--- config.mk ---
export PLATFORM = sky130hd
export DESIGN_NAME = pressure_event_backoff_throttle
export DESIGN_NICKNAME = d
export VERILOG_FILES = /design/src/rtl/pebt_pkg.sv /design/src/rtl/pebt_cfg.sv /design/src/rtl/pebt_core.sv /design/src/rtl/pressure_event_backoff_throttle.sv
export SDC_FILE = /design/constraint.sdc
export NUM_CORES = 1
export LEC_CHECK = 0
export ABC_AREA = 0
export BUFFER_PORTS_ARGS = -buffer_cell sky130_fd_sc_hd__clkbuf_2
export CAP_MARGIN = 20
export CORE_UTILIZATION = 50
export CTS_CLUSTER_DIAMETER = 100
export DETAILED_ROUTE_END_ITERATION = 12
export GPL_TIMING_DRIVEN = 0
export MAX_ROUTING_LAYER = met4
export PLACE_DENSITY = 0.81
export SLEW_MARGIN = 30
export SYNTH_ARGS = -nofsm -noshare
export SYNTH_HDL_FRONTEND = slang
export SYNTH_SLANG_ARGS = --single-unit
--- constraint.sdc ---
create_clock -name clk -period 7.5 [get_ports clk]
set_clock_uncertainty 0.2 [all_clocks]
set_input_delay 1.5 -clock clk [delete_from_list [all_inputs] [get_ports clk]]
set_output_delay 1.5 -clock clk [all_outputs]
set_load 0.03 [all_outputs]
--- src/rtl/pebt_pkg.sv ---
// Shared types and constants for the pressure event backoff throttle.
// Used by every module of the block; no dependencies of its own.
`timescale 1ns / 1ps

package pebt_pkg;

    localparam int STEP_W    = 24;
    localparam int DECAY_W   = 8;
    localparam int COUNT_W   = 64;
    localparam int SEQ_W     = 32;
    localparam int CFG_IDX_W = 2;
    localparam int CFG_DATA_W = STEP_W;

    localparam logic [CFG_IDX_W-1:0] CFG_IDX_MIN_STEP = 2'd0;
    localparam logic [CFG_IDX_W-1:0] CFG_IDX_MAX_STEP = 2'd1;
    localparam logic [CFG_IDX_W-1:0] CFG_IDX_DECAY    = 2'd2;

    localparam logic [STEP_W-1:0]  MIN_STEP_RESET = 24'd1000;
    localparam logic [STEP_W-1:0]  MAX_STEP_RESET = 24'd1000000;
    localparam logic [DECAY_W-1:0] DECAY_RESET    = 8'd40;

    localparam logic MODE_TICK = 1'b0;
    localparam logic MODE_SEED = 1'b1;

    typedef struct packed {
        logic [STEP_W-1:0]  min_step_us;
        logic [STEP_W-1:0]  max_step_us;
        logic [DECAY_W-1:0] decay_ticks;
    } cfg_t;

    typedef struct packed {
        logic               mode;
        logic               modified;
        logic               counts_valid;
        logic [COUNT_W-1:0] high_count;
        logic [COUNT_W-1:0] max_count;
    } item_t;

    typedef struct packed {
        logic [STEP_W-1:0]  throttle_us;
        logic               high_event;
        logic [SEQ_W-1:0]   high_event_number;
        logic               max_event;
        logic [SEQ_W-1:0]   max_event_number;
        logic [COUNT_W-1:0] max_delta;
    } result_t;

endpackage

--- src/rtl/pebt_cfg.sv ---
// Configuration registers of the throttle: minimum step, maximum step, decay count.
// Depends on pebt_pkg for the register indexes, reset values and cfg_t.
`timescale 1ns / 1ps

module pebt_cfg (
    input  logic                             clk,
    input  logic                             rst_n,
    input  logic                             cfg_we,
    input  logic [pebt_pkg::CFG_IDX_W-1:0]   cfg_index,
    input  logic [pebt_pkg::CFG_DATA_W-1:0]  cfg_data,
    output pebt_pkg::cfg_t                   cfg
);

    pebt_pkg::cfg_t cfg_reg;

    always_ff @(posedge clk or negedge rst_n)
    begin
        if (!rst_n)
        begin
            cfg_reg.min_step_us <= pebt_pkg::MIN_STEP_RESET;
            cfg_reg.max_step_us <= pebt_pkg::MAX_STEP_RESET;
            cfg_reg.decay_ticks <= pebt_pkg::DECAY_RESET;
        end
        else if (cfg_we)
        begin
            // Writes to the unused index are dropped.
            unique case (cfg_index)
                pebt_pkg::CFG_IDX_MIN_STEP: cfg_reg.min_step_us <= cfg_data;
                pebt_pkg::CFG_IDX_MAX_STEP: cfg_reg.max_step_us <= cfg_data;
                pebt_pkg::CFG_IDX_DECAY:
                    cfg_reg.decay_ticks <= cfg_data[pebt_pkg::DECAY_W-1:0];
                default: ;
            endcase
        end
    end

    assign cfg = cfg_reg;

endmodule

--- src/rtl/pebt_core.sv ---
// Throttle state registers and the single-pass update for one item.
// Depends on pebt_pkg for item_t, result_t, cfg_t and the mode codes.
`timescale 1ns / 1ps

module pebt_core (
    input  logic              clk,
    input  logic              rst_n,
    input  logic              advance,
    input  pebt_pkg::item_t   item,
    input  pebt_pkg::cfg_t    cfg,
    output pebt_pkg::result_t res
);

    logic [pebt_pkg::STEP_W-1:0]  throttle_reg,  throttle_next;
    logic [pebt_pkg::DECAY_W-1:0] quiet_run_reg, quiet_run_next;
    logic [pebt_pkg::COUNT_W-1:0] high_snap_reg, high_snap_next;
    logic [pebt_pkg::COUNT_W-1:0] max_snap_reg,  max_snap_next;
    logic [pebt_pkg::SEQ_W-1:0]   high_seq_reg,  high_seq_next;
    logic [pebt_pkg::SEQ_W-1:0]   max_seq_reg,   max_seq_next;

    logic [pebt_pkg::DECAY_W-1:0] run_inc;
    logic [pebt_pkg::STEP_W-1:0]  halved;
    logic [pebt_pkg::STEP_W-1:0]  step_up;
    logic [pebt_pkg::COUNT_W-1:0] delta;
    logic                         high_rise;
    logic                         max_rise;

    always_comb
    begin
        run_inc   = quiet_run_reg + 1'b1;
        halved    = throttle_reg >> 1;
        high_rise = item.high_count > high_snap_reg;
        max_rise  = item.max_count > max_snap_reg;
        delta     = item.max_count - max_snap_reg;

        // Doubling step, which starts at the minimum and saturates at the maximum.
        priority if (throttle_reg == '0)
            step_up = cfg.min_step_us;
        else if (throttle_reg >= (cfg.max_step_us >> 1))
            step_up = cfg.max_step_us;
        else
            step_up = throttle_reg << 1;
    end

    always_comb
    begin
        throttle_next  = throttle_reg;
        quiet_run_next = quiet_run_reg;
        high_snap_next = high_snap_reg;
        max_snap_next  = max_snap_reg;
        high_seq_next  = high_seq_reg;
        max_seq_next   = max_seq_reg;
        res.high_event = 1'b0;
        res.max_event  = 1'b0;
        res.max_delta  = '0;

        priority if (item.mode == pebt_pkg::MODE_SEED)
        begin
            if (item.counts_valid)
            begin
                high_snap_next = item.high_count;
                max_snap_next  = item.max_count;
            end
        end
        else if (!item.modified)
        begin
            if (throttle_reg != '0)
            begin
                if (run_inc >= cfg.decay_ticks)
                begin
                    throttle_next  = (halved < cfg.min_step_us) ? '0 : halved;
                    quiet_run_next = '0;
                end
                else
                begin
                    quiet_run_next = run_inc;
                end
            end
        end
        else
        begin
            quiet_run_next = '0;
            if (item.counts_valid)
            begin
                if (high_rise)
                begin
                    high_snap_next = item.high_count;
                    high_seq_next  = high_seq_reg + 1'b1;
                    throttle_next  = step_up;
                    res.high_event = 1'b1;
                end
                if (max_rise)
                begin
                    max_snap_next = item.max_count;
                    max_seq_next  = max_seq_reg + 1'b1;
                    res.max_event = 1'b1;
                    res.max_delta = delta;
                end
            end
        end

        res.throttle_us       = throttle_next;
        res.high_event_number = high_seq_next;
        res.max_event_number  = max_seq_next;
    end

    always_ff @(posedge clk or negedge rst_n)
    begin
        if (!rst_n)
        begin
            throttle_reg  <= '0;
            quiet_run_reg <= '0;
            high_snap_reg <= '0;
            max_snap_reg  <= '0;
            high_seq_reg  <= '0;
            max_seq_reg   <= '0;
        end
        else if (advance)
        begin
            throttle_reg  <= throttle_next;
            quiet_run_reg <= quiet_run_next;
            high_snap_reg <= high_snap_next;
            max_snap_reg  <= max_snap_next;
            high_seq_reg  <= high_seq_next;
            max_seq_reg   <= max_seq_next;
        end
    end

endmodule

--- src/rtl/pressure_event_backoff_throttle.sv ---
// Top level of the pressure event backoff throttle: input stage, core, result stage.
// Depends on pebt_pkg, pebt_cfg and pebt_core.
`timescale 1ns / 1ps

// Usage:
// Input beats carry mode, modified, counts_valid, high_count and max_count on
// in_valid/in_stall; a beat is taken at a clock edge with in_valid high and
// in_stall low. Each input beat yields exactly one result beat on
// out_valid/out_stall carrying the throttle, the two event flags, the two
// event numbers and the max counter delta.
// An accepted beat lands in the input register; when the result register is
// empty or being taken, the core updates its state and loads the result
// register, which raises out_valid; the result beat can then be taken.
// One beat per cycle is sustained while out_stall stays low; the rate is set
// by the single state update per cycle in the core.
// When the receiver stalls, the result register holds its beat and the input
// register still takes one more beat; in_stall rises only when both are full.
// Reset clears the throttle, quiet streak, snapshots and event numbers to zero,
// empties both registers and loads the configuration reset values.
// Configuration writes on cfg_we/cfg_index/cfg_data take effect at the next
// edge and are meant for idle periods only; index 3 is ignored.

module pressure_event_backoff_throttle (
    input  logic                             clk,
    input  logic                             rst_n,
    input  logic                             cfg_we,
    input  logic [pebt_pkg::CFG_IDX_W-1:0]   cfg_index,
    input  logic [pebt_pkg::CFG_DATA_W-1:0]  cfg_data,
    input  logic                             in_valid,
    output logic                             in_stall,
    input  logic                             mode,
    input  logic                             modified,
    input  logic                             counts_valid,
    input  logic [pebt_pkg::COUNT_W-1:0]     high_count,
    input  logic [pebt_pkg::COUNT_W-1:0]     max_count,
    output logic                             out_valid,
    input  logic                             out_stall,
    output logic [pebt_pkg::STEP_W-1:0]      throttle_us,
    output logic                             high_event,
    output logic [pebt_pkg::SEQ_W-1:0]       high_event_number,
    output logic                             max_event,
    output logic [pebt_pkg::SEQ_W-1:0]       max_event_number,
    output logic [pebt_pkg::COUNT_W-1:0]     max_delta
);

    pebt_pkg::cfg_t    cfg;
    pebt_pkg::item_t   item_reg;
    pebt_pkg::result_t res;
    pebt_pkg::result_t res_reg;

    logic in_valid_reg;
    logic out_valid_reg;
    logic advance;
    logic in_take;

    assign advance  = in_valid_reg && (!out_valid_reg || !out_stall);
    assign in_stall = in_valid_reg && out_valid_reg && out_stall;
    assign in_take  = in_valid && !in_stall;

    pebt_cfg u_cfg (
        .clk       (clk),
        .rst_n     (rst_n),
        .cfg_we    (cfg_we),
        .cfg_index (cfg_index),
        .cfg_data  (cfg_data),
        .cfg       (cfg)
    );

    pebt_core u_core (
        .clk     (clk),
        .rst_n   (rst_n),
        .advance (advance),
        .item    (item_reg),
        .cfg     (cfg),
        .res     (res)
    );

    always_ff @(posedge clk or negedge rst_n)
    begin
        if (!rst_n)
        begin
            in_valid_reg  <= 1'b0;
            out_valid_reg <= 1'b0;
        end
        else
        begin
            in_valid_reg  <= in_take || (in_valid_reg && !advance);
            out_valid_reg <= advance || (out_valid_reg && out_stall);
        end
    end

    always_ff @(posedge clk)
    begin
        if (in_take)
        begin
            item_reg.mode         <= mode;
            item_reg.modified     <= modified;
            item_reg.counts_valid <= counts_valid;
            item_reg.high_count   <= high_count;
            item_reg.max_count    <= max_count;
        end
        if (advance)
        begin
            res_reg <= res;
        end
    end

    assign out_valid         = out_valid_reg;
    assign throttle_us       = res_reg.throttle_us;
    assign high_event        = res_reg.high_event;
    assign high_event_number = res_reg.high_event_number;
    assign max_event         = res_reg.max_event;
    assign max_event_number  = res_reg.max_event_number;
    assign max_delta         = res_reg.max_delta;

endmodule

# Word level (Yosys, flattened, before mapping)
# Index checks and enable logic that the tools add are counted.
dict set report classes {
  n_addsub 4
  n_lt_le_gt_ge 5
  eq_ne 4
  mux 32
  bitwise 4
  reduce_logical 28
}
# operator n
set ops {}
lappend ops {{two-way mux 64 bit} 10}
lappend ops {{two-way mux 32 bit} 8}
lappend ops {{two-way mux 24 bit} 8}
lappend ops {{> comparator 64 bit} 2}
lappend ops {{adder 32 x 1 -> 32 bit (second input constant)} 2}
lappend ops {{subtractor 64 bit} 1}
lappend ops {{>= comparator 24 x 23 -> 1 bit} 1}
lappend ops {{logical NOT 24 bit} 1}
lappend ops {{< comparator 23 x 24 -> 1 bit} 1}
lappend ops {{two-way mux 8 bit} 3}
lappend ops {{nonzero test 24 bit} 1}
lappend ops {{two-way mux 23 bit} 1}
lappend ops {{AND reduction 5 bit} 2}
lappend ops {{adder 8 x 1 -> 8 bit (second input constant)} 1}
lappend ops {{>= comparator 8 bit} 1}
lappend ops {{nonzero test 2 bit} 4}
lappend ops {{logical AND 1 bit} 6}
lappend ops {{AND reduction 2 bit} 3}
lappend ops {{logical NOT 1 bit} 4}
lappend ops {{!= test 2 bit (second input constant)} 2}
lappend ops {{NOT 1 bit} 4}
lappend ops {{OR reduction 4 bit} 1}
lappend ops {{logical OR 1 bit} 3}
lappend ops {{AND reduction 3 bit} 1}
lappend ops {{5 further kinds} 6}
dict set report totals {
  reg_bits 567
  in_bits 162
  output_inout_bits 156
  word_cells 99
}

# Logic depth before layout (Yosys ltp)
# Gate-level depths: netlist of run 1.
dict set report logic_depth {
  ltp_word 7
  mapped_depth 16
}

# Modules after synthesis
# A second synthesis of run 1 with hierarchy kept.
dict set report unflattened {
  hier_cells 2670
  hier_area_um2 30511.8
}
# module instances cells_per_inst area_each_um2 seq_area_each_um2
set by_module_without_submodules {}
lappend by_module_without_submodules {pebt_core 1 2258 19727.7 5605.4}
lappend by_module_without_submodules {pressure_event_backoff_throttle 1 293 8650.8 8608.3}
lappend by_module_without_submodules {pebt_cfg 1 119 2133.3 1420.1}

# Worst setup path after synthesis of run 1
# No wires, ideal clock.
dict set report synth_timing {
  path_kind {input-to-reg}
  start {input port out_stall}
  end {register u_core.high_seq_reg[29] (netlist name)}
  setup_time_ns 0.139
  arrival_time_ns 6.883
  path_slack_ns 0.278
  stages 6
  n_path_buf 1
  path_cell_list {nand2_1 -> nand2_1 -> inv_1 -> buf_1 -> nand4_1 -> xnor2_1}
}
dict set report synth_via {
  elab_chain_len 3
}
# item line
set synth_rtl {}
lappend synth_rtl {{start: declaration} pressure_event_backoff_throttle.sv:37} ;# input logic out_stall,
lappend synth_rtl {{logical NOT 1 bit} pressure_event_backoff_throttle.sv:56} ;# assign advance = in_valid_reg && (!out_valid_reg || !out_stall);
lappend synth_rtl {{logical OR 1 bit} pressure_event_backoff_throttle.sv:56}
lappend synth_rtl {{logical AND 1 bit} pressure_event_backoff_throttle.sv:56}
lappend synth_rtl {{via advance} pressure_event_backoff_throttle.sv:53} ;# logic advance;
lappend synth_rtl {{end signal: assignment} pebt_core.sv:124} ;# high_seq_reg <= high_seq_next;
lappend synth_rtl {{end: declaration} pebt_core.sv:18} ;# logic [pebt_pkg::SEQ_W-1:0] high_seq_reg, high_seq_next;
# The timed path passes the listed nets, and every way through them passes these cells.
# A chain may end at the register's enable or synchronous reset.

# Worst setup path after layout of run 1
dict set report layout_timing {
  start {register item_reg[73] (netlist name)}
  end {register u_core.high_snap_reg[61] (netlist name)}
}
dict set report layout_via {
  elab_chain_len 3
}
# item line
set layout_rtl {}
lappend layout_rtl {{start: declaration} pressure_event_backoff_throttle.sv:47} ;# pebt_pkg::item_t item_reg;
lappend layout_rtl {{> comparator 64 bit} pebt_core.sv:32} ;# high_rise = item.high_count > high_snap_reg;
lappend layout_rtl {{nonzero test 2 bit (no source line)} n/a}
lappend layout_rtl {{AND reduction 5 bit (no source line)} n/a}
lappend layout_rtl {{end signal: assignment} pebt_core.sv:122} ;# high_snap_reg <= high_snap_next;
lappend layout_rtl {{end: declaration} pebt_core.sv:16} ;# logic [pebt_pkg::COUNT_W-1:0] high_snap_reg, high_snap_next;
# Every way passes these cells.

==> flow_metrics.py, run 1 <==
metrics = {
    "run": {
        "cap_violations": 0,
    },
    "floorplanning": {
        "dieArea_um2": 60200,
        "start_util": 0.510,
        "rows": 88,
        "die_w_um": 245,
        "coreArea_um2": 58100,
        "die_h_um": 245,
        "ios": 318,
    },
    "worst_setup_path": {
        "arrival_ns": 4.86,
        "crit_required_ns": 7.78,
        "cp-start-kind": "flip-flop",
        "critPathCaptureType": "flip-flop",
        "worst_path_largest_cell_delay_ns": 0.81,
        "crit_family": "compound AO/OA/AOI/OAI gates",
        "cp_num_buf_inv": 2,
        "path_max_fanout": 10,
        "crit_path_top_delay_cell": "a2111oi_1",
        "path_cells": "ha_1 > a21o_1 > a21o_1 > a21oi_1 > o21ai_0 > a21o_1 > a2111oi_1 > o21ai_1 > and3_1 > o21bai_1 > buf_2 > buf_4 > mux2_2",
        "critPathKind": "reg -> reg",
        "crit_top_cell": "a21o_1",
    },
    "layout": {
        "largest_reg_flops": 131,
        "final_common_cell": "clkbuf_2",
        "syn_to_final_growth_pct": 16.4,
        "drive_gt1_frac": 0.224,
        "fin_nets": 3299,
        "num-fill-cells": 4673,
        "mostFrequentLayoutCells": "clkbuf_2, edfxtp_1, dfrtp_1, inv_1, ha_1",
    },
    "yosys": {
        "netlist_instances": 2562,
        "ys_types": 85,
        "synth.avg_cell_area_um2": 11.6,
        "postSynth.asyncResetShare": 0.497,
        "netlist_area_um2": 29600,
        "synth_edf_count": 285,
        "syn_nets": 2909,
        "yosysWarnings": 0,
        "yosysTopAreaCell": "edfxtp_1",
        "ys_top_cells_by_area": "edfxtp_1, dfrtp_1, ha_1",
        "synth.top_cell.area_share": 0.289,
        "synth_seq_area_share": 0.528,
        "ys_seq_elements": 567,
        "synth_ff_type": "edfxtp_1",
    },
    "timing": {
        "setup_viol": 0,
        "tightest_slew_ns": 0.863,
        "drv_slew": 0,
        "finalHoldViolations": 0,
        "holdWs_ns": 0.290,
        "fin_crit_ns": 4.58,
        "rsz0062_at_grt": "false",
        "max-slew-margin-rel": 0.410,
        "timing.final.crit_share": 0.610,
        "setup_ws_ns": 2.92,
        "fmax_ghz": 0.219,
    },
    "power": {
        "ir_worst_vdd_mv": 0.224,
        "p_seq_frac": 0.396,
        "swShare": 0.345,
        "switchingPower_mw": 3.66,
        "p_comb_frac": 0.323,
        "clkPwrFrac": 0.280,
        "finalPower_mw": 10.6,
        "power_leakage_nw": 15.7,
        "power_density_nw_per_um2": 308,
        "p_int_mw": 6.97,
    },
    "cts": {
        "hold_buffers": 0,
        "root_buffer": "clkbuf_16",
        "clock-sinks": 567,
        "htreeDepth": 2,
        "cts.clk_slew.worst_paths_ns": 0.06,
        "insertion_delay_ns": 0.62,
        "cts_buffer_depth": 3,
        "cts-buffers-inserted": 59,
        "cts_setup_buffers": 0,
        "cts_resized": 0,
        "cts_tree": "done",
    },
    "routing": {
        "drt-total-wl_um": 72600,
        "met3WireLength_um": 4600,
        "met1Wirelength_um": 31000,
        "drt-pass1-iter-count": 5,
        "top_layer_used": "met4",
        "wl_met2_um": 34400,
        "post_drt_wl_per_cell_um": 19.2,
        "drt_iter0_drc": 1486,
        "routed_via_density": 5.65,
        "drc": 0,
        "vias": 21400,
        "final_antenna_net_count": 0,
    },
    "global_routing": {
        "grt_pass1_vias": 21300,
        "antenna_found_initial": 8,
        "grt.overflow.total": 0,
        "grt.total_usage": 0.248,
        "grt_max_degree": 78,
        "grt_first_pass_wirelength_um": 114000,
    },
    "placement": {
        "io_buffer_count": 317,
        "pre_cts_slack_ns": 2.82,
        "place_congestion": 0.948,
        "hpwlAfterDp_um": 54300,
    },
    "run_status": {
        "outcome": "complete, no violations",
    },
    "hold_path": {
        "min_path_type": "reg -> reg",
    },
}
## metrics by stage
step,instances,setup TNS (ns),util,area (µm²)
after detailed placement,3656,0,0.559,32500
after global placement,3644,-730.90,0.553,32200
after CTS,3767,0,0.593,34500
final,3776,0,0.593,34500
after floorplan,2562,0,-,29600
after global routing,3775,0,0.593,34500
## cell type report
type	count	area, µm²	area share
Inverter	210	788	0.0229
Clock buffer	73	1610	0.0468
Timing Repair Buffer	329	1900	0.0550
Tap cell	765	957	0.0278
Clock inverter	38	368	0.0107
Buffer	109	548	0.0159
Sequential cell	567	15600	0.453
Antenna cell	9	22.5	0.000653
Multi-Input combinational cell	1676	12700	0.367
## synthesized netlist by cell type, types with 15 or more instances
cell type and number:
edfxtp_1 285, dfrtp_1 267, inv_1 209, ha_1 184
mux2_2 157, nand2_1 155, nor2_1 122, xnor2_1 114
a21oi_1 110, a21o_1 92, nand4_1 81, o21ai_0 79
nand3_1 72, clkbuf_1 63, xor2_1 61, nor3_1 47
a211oi_1 45, and3_1 39, a221o_1 38, buf_2 26
o21bai_1 26, o21a_1 23, mux2i_1 22, nor4_1 19
nand2b_1 17, and2_1 16, dfstp_2 15
## routing by layer
layer	GRT usage	vias up
met5	-	-
met2	0.396	693
met3	0.0415	154
met4	0.0943	0
met1	0.316	10400
li1	-	10100
## power groups by stage
| stage | Sequential [mW] | Combinational [mW] | Clock, mW |
|---|---|---|---|
| 2_1_floorplan | 4.32 | 2.34 | 0 |
| 5_1_grt | 4.27 | 3.81 | 3.17 |
| 3_3_place_gp | 4.26 | 3.27 | 0 |
| 6_report | 4.21 | 3.44 | 2.98 |
| 4_1_cts | 4.20 | 3.42 | 3.04 |
| 3_5_place_dp | 4.26 | 3.39 | 0 |
## cells by family after synthesis
family	count (synthesis)	synth area share
compound gates	499	0.118
xor+xnor	175	0.0517
fa+ha+maj	185	0.0784
buf+inv	319	0.0451
flops	567	0.528
mux	187	0.0702
simple gates	630	0.109
## worst paths after layout
| path | startpoint | end | slack, ns | cells after the start |
|---|---|---|---|---|
| max in group asynchronous | rst_n | u_core.high_seq_reg[6]$_DFFE_PN0P_ | 5.18 | 3 |
| min | u_core.high_snap_reg[12]$_DFFE_PN0P_ | u_core.high_snap_reg[12]$_DFFE_PN0P_ | 0.29 | 1 |
| min reg2reg | u_core.high_snap_reg[12]$_DFFE_PN0P_ | u_core.high_snap_reg[12]$_DFFE_PN0P_ | 0.29 | 1 |
| max reg2reg | item_reg[73]$_DFFE_PP_ | u_core.high_snap_reg[61]$_DFFE_PN0P_ | 2.92 | 13 |
| max | item_reg[73]$_DFFE_PP_ | u_core.high_snap_reg[61]$_DFFE_PN0P_ | 2.92 | 13 |
| min in group asynchronous | rst_n | u_core.high_snap_reg[19]$_DFFE_PN0P_ | 0.71 | 1 |
## worst reg2reg max path: cells and delay by family, from the launching register on
| family | cells | cell delay, ns |
|---|---|---|
| DFF | 1 | 0.39 |
| AOI/OAI and AO/OA | 8 | 2.27 |
| buffers and inverters | 2 | 0.64 |
| adders and majority gates | 1 | 0.32 |
| and+or+nand+nor | 1 | 0.30 |
| muxes | 1 | 0.35 |
No activity file was read; power rests on OpenSTA's default activity.
==> inputs of run 2 (changes only) <==
--- a/config.mk
+++ b/config.mk
@@ -13,7 +13,7 @@
 export DETAILED_ROUTE_END_ITERATION = 12
 export GPL_TIMING_DRIVEN = 0
 export MAX_ROUTING_LAYER = met4
-export PLACE_DENSITY = 0.81
+export PLACE_DENSITY = 0.83
 export SLEW_MARGIN = 30
 export SYNTH_ARGS = -nofsm -noshare
 export SYNTH_HDL_FRONTEND = slang
==> constraint.sdc (replaced) <==
create_clock -name clk -period 4.2 [get_ports clk]
set_clock_uncertainty 0.2 [all_clocks]
set_input_delay 0.84 -clock clk [delete_from_list [all_inputs] [get_ports clk]]
set_output_delay 0.84 -clock clk [all_outputs]
set_load 0.03 [all_outputs]
==> flow_metrics.py, run 2 (same netlist as run 1, synthesis figures left out) <==
metrics = {
    "run_status": {
        "outcome": "complete, no violations",
    },
    "worst_setup_path": {
        "critPathCaptureType": "flip-flop",
        "arrival_ns": 4.19,
        "crit_required_ns": 4.34,
        "worst_path_largest_cell_delay_ns": 0.45,
        "reg2reg_slack_ns": 0.15,
        "critPathKind": "reg -> reg",
        "cp-start-kind": "flip-flop",
        "crit_path_top_delay_cell": "a2111oi_4",
        "path_max_fanout": 10,
        "path_cells": "inv_1 > ha_1 > fa_2 > nand2b_1 > a21oi_2 > o21ai_2 > a2111oi_4 > o2111ai_2 > a21boi_4 > o2111ai_4 > and2_4 > buf_6 > buf_4 > nor3_1 > xor2_1",
    },
    "cts": {
        "clock-sinks": 567,
        "insertion_delay_ns": 0.62,
        "cts_tree": "done",
        "htreeDepth": 2,
        "cts.clk_slew.worst_paths_ns": 0.06,
        "cts_buffer_depth": 3,
        "root_buffer": "clkbuf_16",
        "cts-buffers-inserted": 60,
    },
    "timing": {
        "timing.final.crit_share": 0.965,
        "fin_crit_ns": 4.05,
        "setup_viol": 0,
        "finalHoldViolations": 0,
        "setup_ws_ns": 0.148,
        "drv_slew": 0,
        "max-slew-margin-rel": 0.452,
        "rsz0062_at_grt": "true",
        "fmax_ghz": 0.247,
        "tightest_slew_ns": 0.822,
    },
    "routing": {
        "drt-pass1-iter-count": 6,
        "routed_via_density": 5.79,
        "final_antenna_net_count": 0,
        "post_drt_wl_per_cell_um": 19.4,
        "vias": 21900,
        "drt_iter0_drc": 1718,
        "drc": 0,
        "drt-total-wl_um": 73400,
    },
    "placement": {
        "io_buffer_count": 317,
        "place_congestion": 0.964,
        "place_inst": 3651,
        "hpwlAfterDp_um": 53600,
        "pre_cts_slack_ns": -0.402,
    },
    "power": {
        "ir_worst_vdd_mv": 0.388,
        "power_density_nw_per_um2": 555,
        "power_leakage_nw": 15.7,
    },
    "floorplanning": {
        "die_h_um": 245,
        "coreArea_um2": 58100,
        "ios": 318,
        "rows": 88,
        "dieArea_um2": 60200,
        "die_w_um": 245,
        "start_util": 0.510,
    },
    "layout": {
        "largest_reg_flops": 131,
        "mostFrequentLayoutCells": "clkbuf_2, edfxtp_1, dfrtp_1, inv_1, ha_1",
        "syn_to_final_growth_pct": 17.0,
        "instances_no_fill": 3777,
        "drive_gt1_frac": 0.228,
        "final_common_cell": "clkbuf_2",
        "num-fill-cells": 4585,
        "fin_nets": 3299,
    },
    "hold_path": {
        "min_path_type": "in -> reg",
    },
    "global_routing": {
        "grt_first_pass_wirelength_um": 114000,
        "grt_pass1_vias": 21400,
        "grt.overflow.total": 0,
        "grt.total_usage": 0.249,
        "antenna_found_initial": 9,
        "grt_max_degree": 94,
    },
    "run": {
        "cap_violations": 0,
    },
}
==> run 2: changes by cell type in the layout (fill, tap and decap cells not counted), moves of 3 or more <==
cell / previous run / this run
buf_2: 27 / 17
clkinv_2: 14 / 11
clkbuf_4: 0 / 3
nor3_2: 0 / 3
buf_12: 4 / 0
clkbuf_8: 3 / 7
buf_4: 2 / 8
nor3_1: 47 / 44
==> run 2: worst paths after layout <==
path / startpoint / endpoint / cells after the start
max: item_reg[0]$_DFFE_PP_ / max_event_number[24]$_DFFE_PP_ / 15
min: high_count[55] / item_reg[119]$_DFFE_PP_ / 1
max reg2reg: item_reg[0]$_DFFE_PP_ / max_event_number[24]$_DFFE_PP_ / 15
min reg2reg: u_core.high_seq_reg[31]$_DFFE_PN0P_ / u_core.high_seq_reg[31]$_DFFE_PN0P_ / 1
max in group asynchronous: rst_n / u_core.high_seq_reg[17]$_DFFE_PN0P_ / 4
min in group asynchronous: rst_n / u_core.high_snap_reg[21]$_DFFE_PN0P_ / 2
==> run 2: timing repair <==
item / CTS / global route
setup buffers: 0 / 3
endpoints found under the setup margin: 91 / 156
resized for setup: 9 / 24
gates cloned: 0 / 0
pin swaps: 1 / 7
hold buffers: 1 / 0
hold endpoints to repair: 38 / 0
==> run 2: critical path: cells and delay by family (launching register included) <==
kind                       cells  cell delay (ns)
DFF                            1             0.33
and+or+nand+nor                3             0.63
adders and majority gates      2             0.58
xor gates and xnor gates       1             0.12
AOI/OAI and AO/OA              6             1.48
buffers and inverters          3             0.40
==> run 2: metrics by stage <==
stage | util | setup TNS (ns) | area [µm²] | hold WS [ns] | power [mW]
after floorplan | - | 0 | 29600 | 0.257 | 11.9
after global placement | 0.553 | -1338.78 | 32200 | 0.268 | 13.4
after detailed placement | 0.557 | -21.41 | 32400 | 0.280 | 13.6
after CTS | 0.593 | 0 | 34500 | 0.150 | 19.2
after global routing | 0.596 | -0.0647 | 34600 | 0.166 | 20.3
final | 0.596 | 0 | 34600 | 0.191 | 19.2
==> run 2: final cells by class <==
type	instances	area, µm²	area share
flip-flops and latches	567	15600	0.451
multi-input cells	1676	12800	0.368
repair buffers	328	1820	0.0525
clock buffers	78	1670	0.0482
well taps	765	957	0.0276
inverters	210	791	0.0228
plain buffers	109	596	0.0172
clock inverters	36	399	0.0115
diodes	8	20.0	0.000578
==> run 2: metal layers <==
| layer | wire length [µm] | GRT usage |
|---|---|---|
| met5 | 0 | - |
| met4 | 2670 | 0.0937 |
| met3 | 5150 | 0.0410 |
| met2 | 35100 | 0.401 |
| met1 | 30500 | 0.317 |
==> run 2: where the power goes <==
part / switching, mW / internal (mW) / total, mW
Clock: 2.27 / 3.25 / 5.51
Sequential: 0.717 / 6.82 / 7.54
Combinational: 3.66 / 2.53 / 6.18
Total: 6.64 / 12.6 / 19.2
==> inputs of run 3 (changes only) <==
--- a/config.mk
+++ b/config.mk
@@ -8,10 +8,10 @@
 export ABC_AREA = 0
 export BUFFER_PORTS_ARGS = -buffer_cell sky130_fd_sc_hd__clkbuf_2
 export CAP_MARGIN = 20
+export CORE_ASPECT_RATIO = 1.2
 export CORE_UTILIZATION = 50
 export CTS_CLUSTER_DIAMETER = 100
 export DETAILED_ROUTE_END_ITERATION = 12
-export GPL_TIMING_DRIVEN = 0
 export MAX_ROUTING_LAYER = met4
 export PLACE_DENSITY = 0.83
 export SLEW_MARGIN = 30
==> flow_metrics.py, run 3 (same netlist as run 1, synthesis figures left out) <==
metrics = {
    "routing": {
        "drt_iter0_drc": 1627,
        "drt-total-wl_um": 69700,
        "vias": 21000,
        "routed_via_density": 5.61,
        "final_antenna_net_count": 0,
        "drc": 0,
        "post_drt_wl_per_cell_um": 18.7,
        "drt-pass1-iter-count": 7,
    },
    "floorplanning": {
        "die_h_um": 269,
        "die_w_um": 224,
        "dieArea_um2": 60200,
        "rows": 97,
        "coreArea_um2": 58500,
        "ios": 318,
        "start_util": 0.506,
    },
    "run_status": {
        "outcome": "complete, no violations",
    },
    "placement": {
        "place_congestion": 0.920,
        "place_inst": 3614,
        "io_buffer_count": 317,
        "hpwlAfterDp_um": 50300,
        "pre_cts_slack_ns": 0.118,
        "place_area_um2": 32200,
    },
    "layout": {
        "mostFrequentLayoutCells": "clkbuf_2, edfxtp_1, dfrtp_1, inv_1, ha_1",
        "instances_no_fill": 3735,
        "final_area_um2": 34300,
        "final_common_cell": "clkbuf_2",
        "drive_gt1_frac": 0.228,
        "largest_reg_flops": 131,
        "fin_nets": 3230,
        "final_util": 0.586,
        "syn_to_final_growth_pct": 15.8,
    },
    "cts": {
        "cts.clk_slew.worst_paths_ns": 0.06,
        "cts-buffers-inserted": 58,
        "root_buffer": "clkbuf_16",
        "hold_buffers": 0,
        "insertion_delay_ns": 0.62,
        "cts_buffer_depth": 3,
        "clock-sinks": 567,
        "cts_tree": "done",
        "htreeDepth": 2,
    },
    "timing": {
        "tightest_slew_ns": 0.879,
        "setup_ws_ns": 0.125,
        "finalHoldViolations": 0,
        "fmax_ghz": 0.245,
        "drv_slew": 0,
        "fin_crit_ns": 4.08,
        "timing.final.crit_share": 0.970,
        "rsz0062_at_grt": "true",
        "max-slew-margin-rel": 0.414,
        "setup_viol": 0,
    },
    "worst_setup_path": {
        "path_max_fanout": 21,
        "worst_path_largest_cell_delay_ns": 0.59,
        "critPathCaptureType": "flip-flop",
        "cp-start-kind": "flip-flop",
        "crit_family": "compound AO/OA/AOI/OAI gates",
        "critPathKind": "reg -> reg",
        "crit_required_ns": 4.48,
        "arrival_ns": 4.35,
        "rr_endpoint": "u_core.high_snap_reg[33]$_DFFE_PN0P_",
        "crit_path_top_delay_cell": "a2111oi_1",
        "crit_top_cell": "a21o_1",
        "r2r_cells": 14,
        "cp_num_buf_inv": 3,
        "rr_startpoint": "item_reg[81]$_DFFE_PP_",
        "path_cells": "ha_1 > a21o_1 > a21o_1 > a21oi_1 > o21ai_0 > a21o_1 > a2111oi_1 > buf_4 > o21ai_1 > and3_1 > o21bai_4 > buf_12 > buf_12 > mux2_2",
        "reg2reg_slack_ns": 0.12,
    },
    "power": {
        "clkPwrFrac": 0.288,
        "power_density_nw_per_um2": 554,
        "swShare": 0.335,
        "p_int_mw": 12.6,
        "power_leakage_nw": 15.6,
        "switchingPower_mw": 6.38,
        "ir_worst_vdd_mv": 0.380,
        "p_comb_frac": 0.317,
        "p_seq_frac": 0.395,
        "finalPower_mw": 19.0,
    },
    "global_routing": {
        "grt.total_usage": 0.236,
        "grt.overflow.total": 0,
        "grt_max_degree": 122,
        "grt_first_pass_wirelength_um": 109000,
        "antenna_found_initial": 10,
        "grt_pass1_vias": 20700,
    },
    "run": {
        "cap_violations": 0,
    },
    "hold_path": {
        "min_path_type": "in -> async",
    },
}
## run 3: layer usage
metal | part of all wire | track usage | vias up | wire length [µm]
li1 | - | - | 10000 | -
met2 | 0.50 | 0.398 | 660 | 34800
met3 | 0.058 | 0.0406 | 155 | 4080
met5 | 0 | - | - | 0
met1 | 0.41 | 0.284 | 10100 | 28300
met4 | 0.037 | 0.0916 | 0 | 2550
## run 3: layout make-up
class | count | area [µm²]
flip-flops and latches | 567 | 15600
clock buffers | 75 | 1610
clock inverters | 35 | 430
fillers | 4690 | 24200
well taps | 792 | 991
inverters | 210 | 793
multi-input cells | 1676 | 12700
repair buffers | 370 | 2140
diodes | 10 | 25.0
## run 3: how the worst max path moves through the flow
stage	slack, ns	end	cells after the start	from
final	0.12	u_core.high_snap_reg[33]$_DFFE_PN0P_	14	item_reg[81]$_DFFE_PP_
after global placement	0.13	u_core.high_snap_reg[33]$_DFFE_PN0P_	14	item_reg[81]$_DFFE_PP_
after floorplan	0.11	u_core.high_seq_reg[29]$_DFFE_PN0P_	6	out_stall
after global routing	-0.05	u_core.high_snap_reg[33]$_DFFE_PN0P_	14	item_reg[81]$_DFFE_PP_
after detailed placement	0.12	u_core.high_snap_reg[39]$_DFFE_PN0P_	14	item_reg[81]$_DFFE_PP_
after CTS	0.04	u_core.high_snap_reg[33]$_DFFE_PN0P_	14	item_reg[81]$_DFFE_PP_
## run 3: what timing repair did
item,in CTS,in global routing
gates resized for setup,0,1
buffers inserted,0,1
setup endpoints to repair,0,32
## run 3: stage by stage
| step | hold slack, ns | TNS (ns) |
|---|---|---|
| after floorplan | 0.257 | 0 |
| after detailed placement | 0.278 | 0 |
| after global routing | 0.109 | -0.435 |
| after global placement | 0.265 | 0 |
| final | 0.0702 | 0 |
| after CTS | 0.0831 | 0 |
## run 3: power groups by stage
stage / Sequential, mW / Clock, mW / Combinational, mW
after floorplan: 7.70 / 0 / 4.18
after global placement: 7.56 / 0 / 5.81
after detailed placement: 7.60 / 0 / 5.93
after CTS: 7.50 / 5.59 / 5.99
after global routing: 7.61 / 5.78 / 6.67
final: 7.51 / 5.48 / 6.02
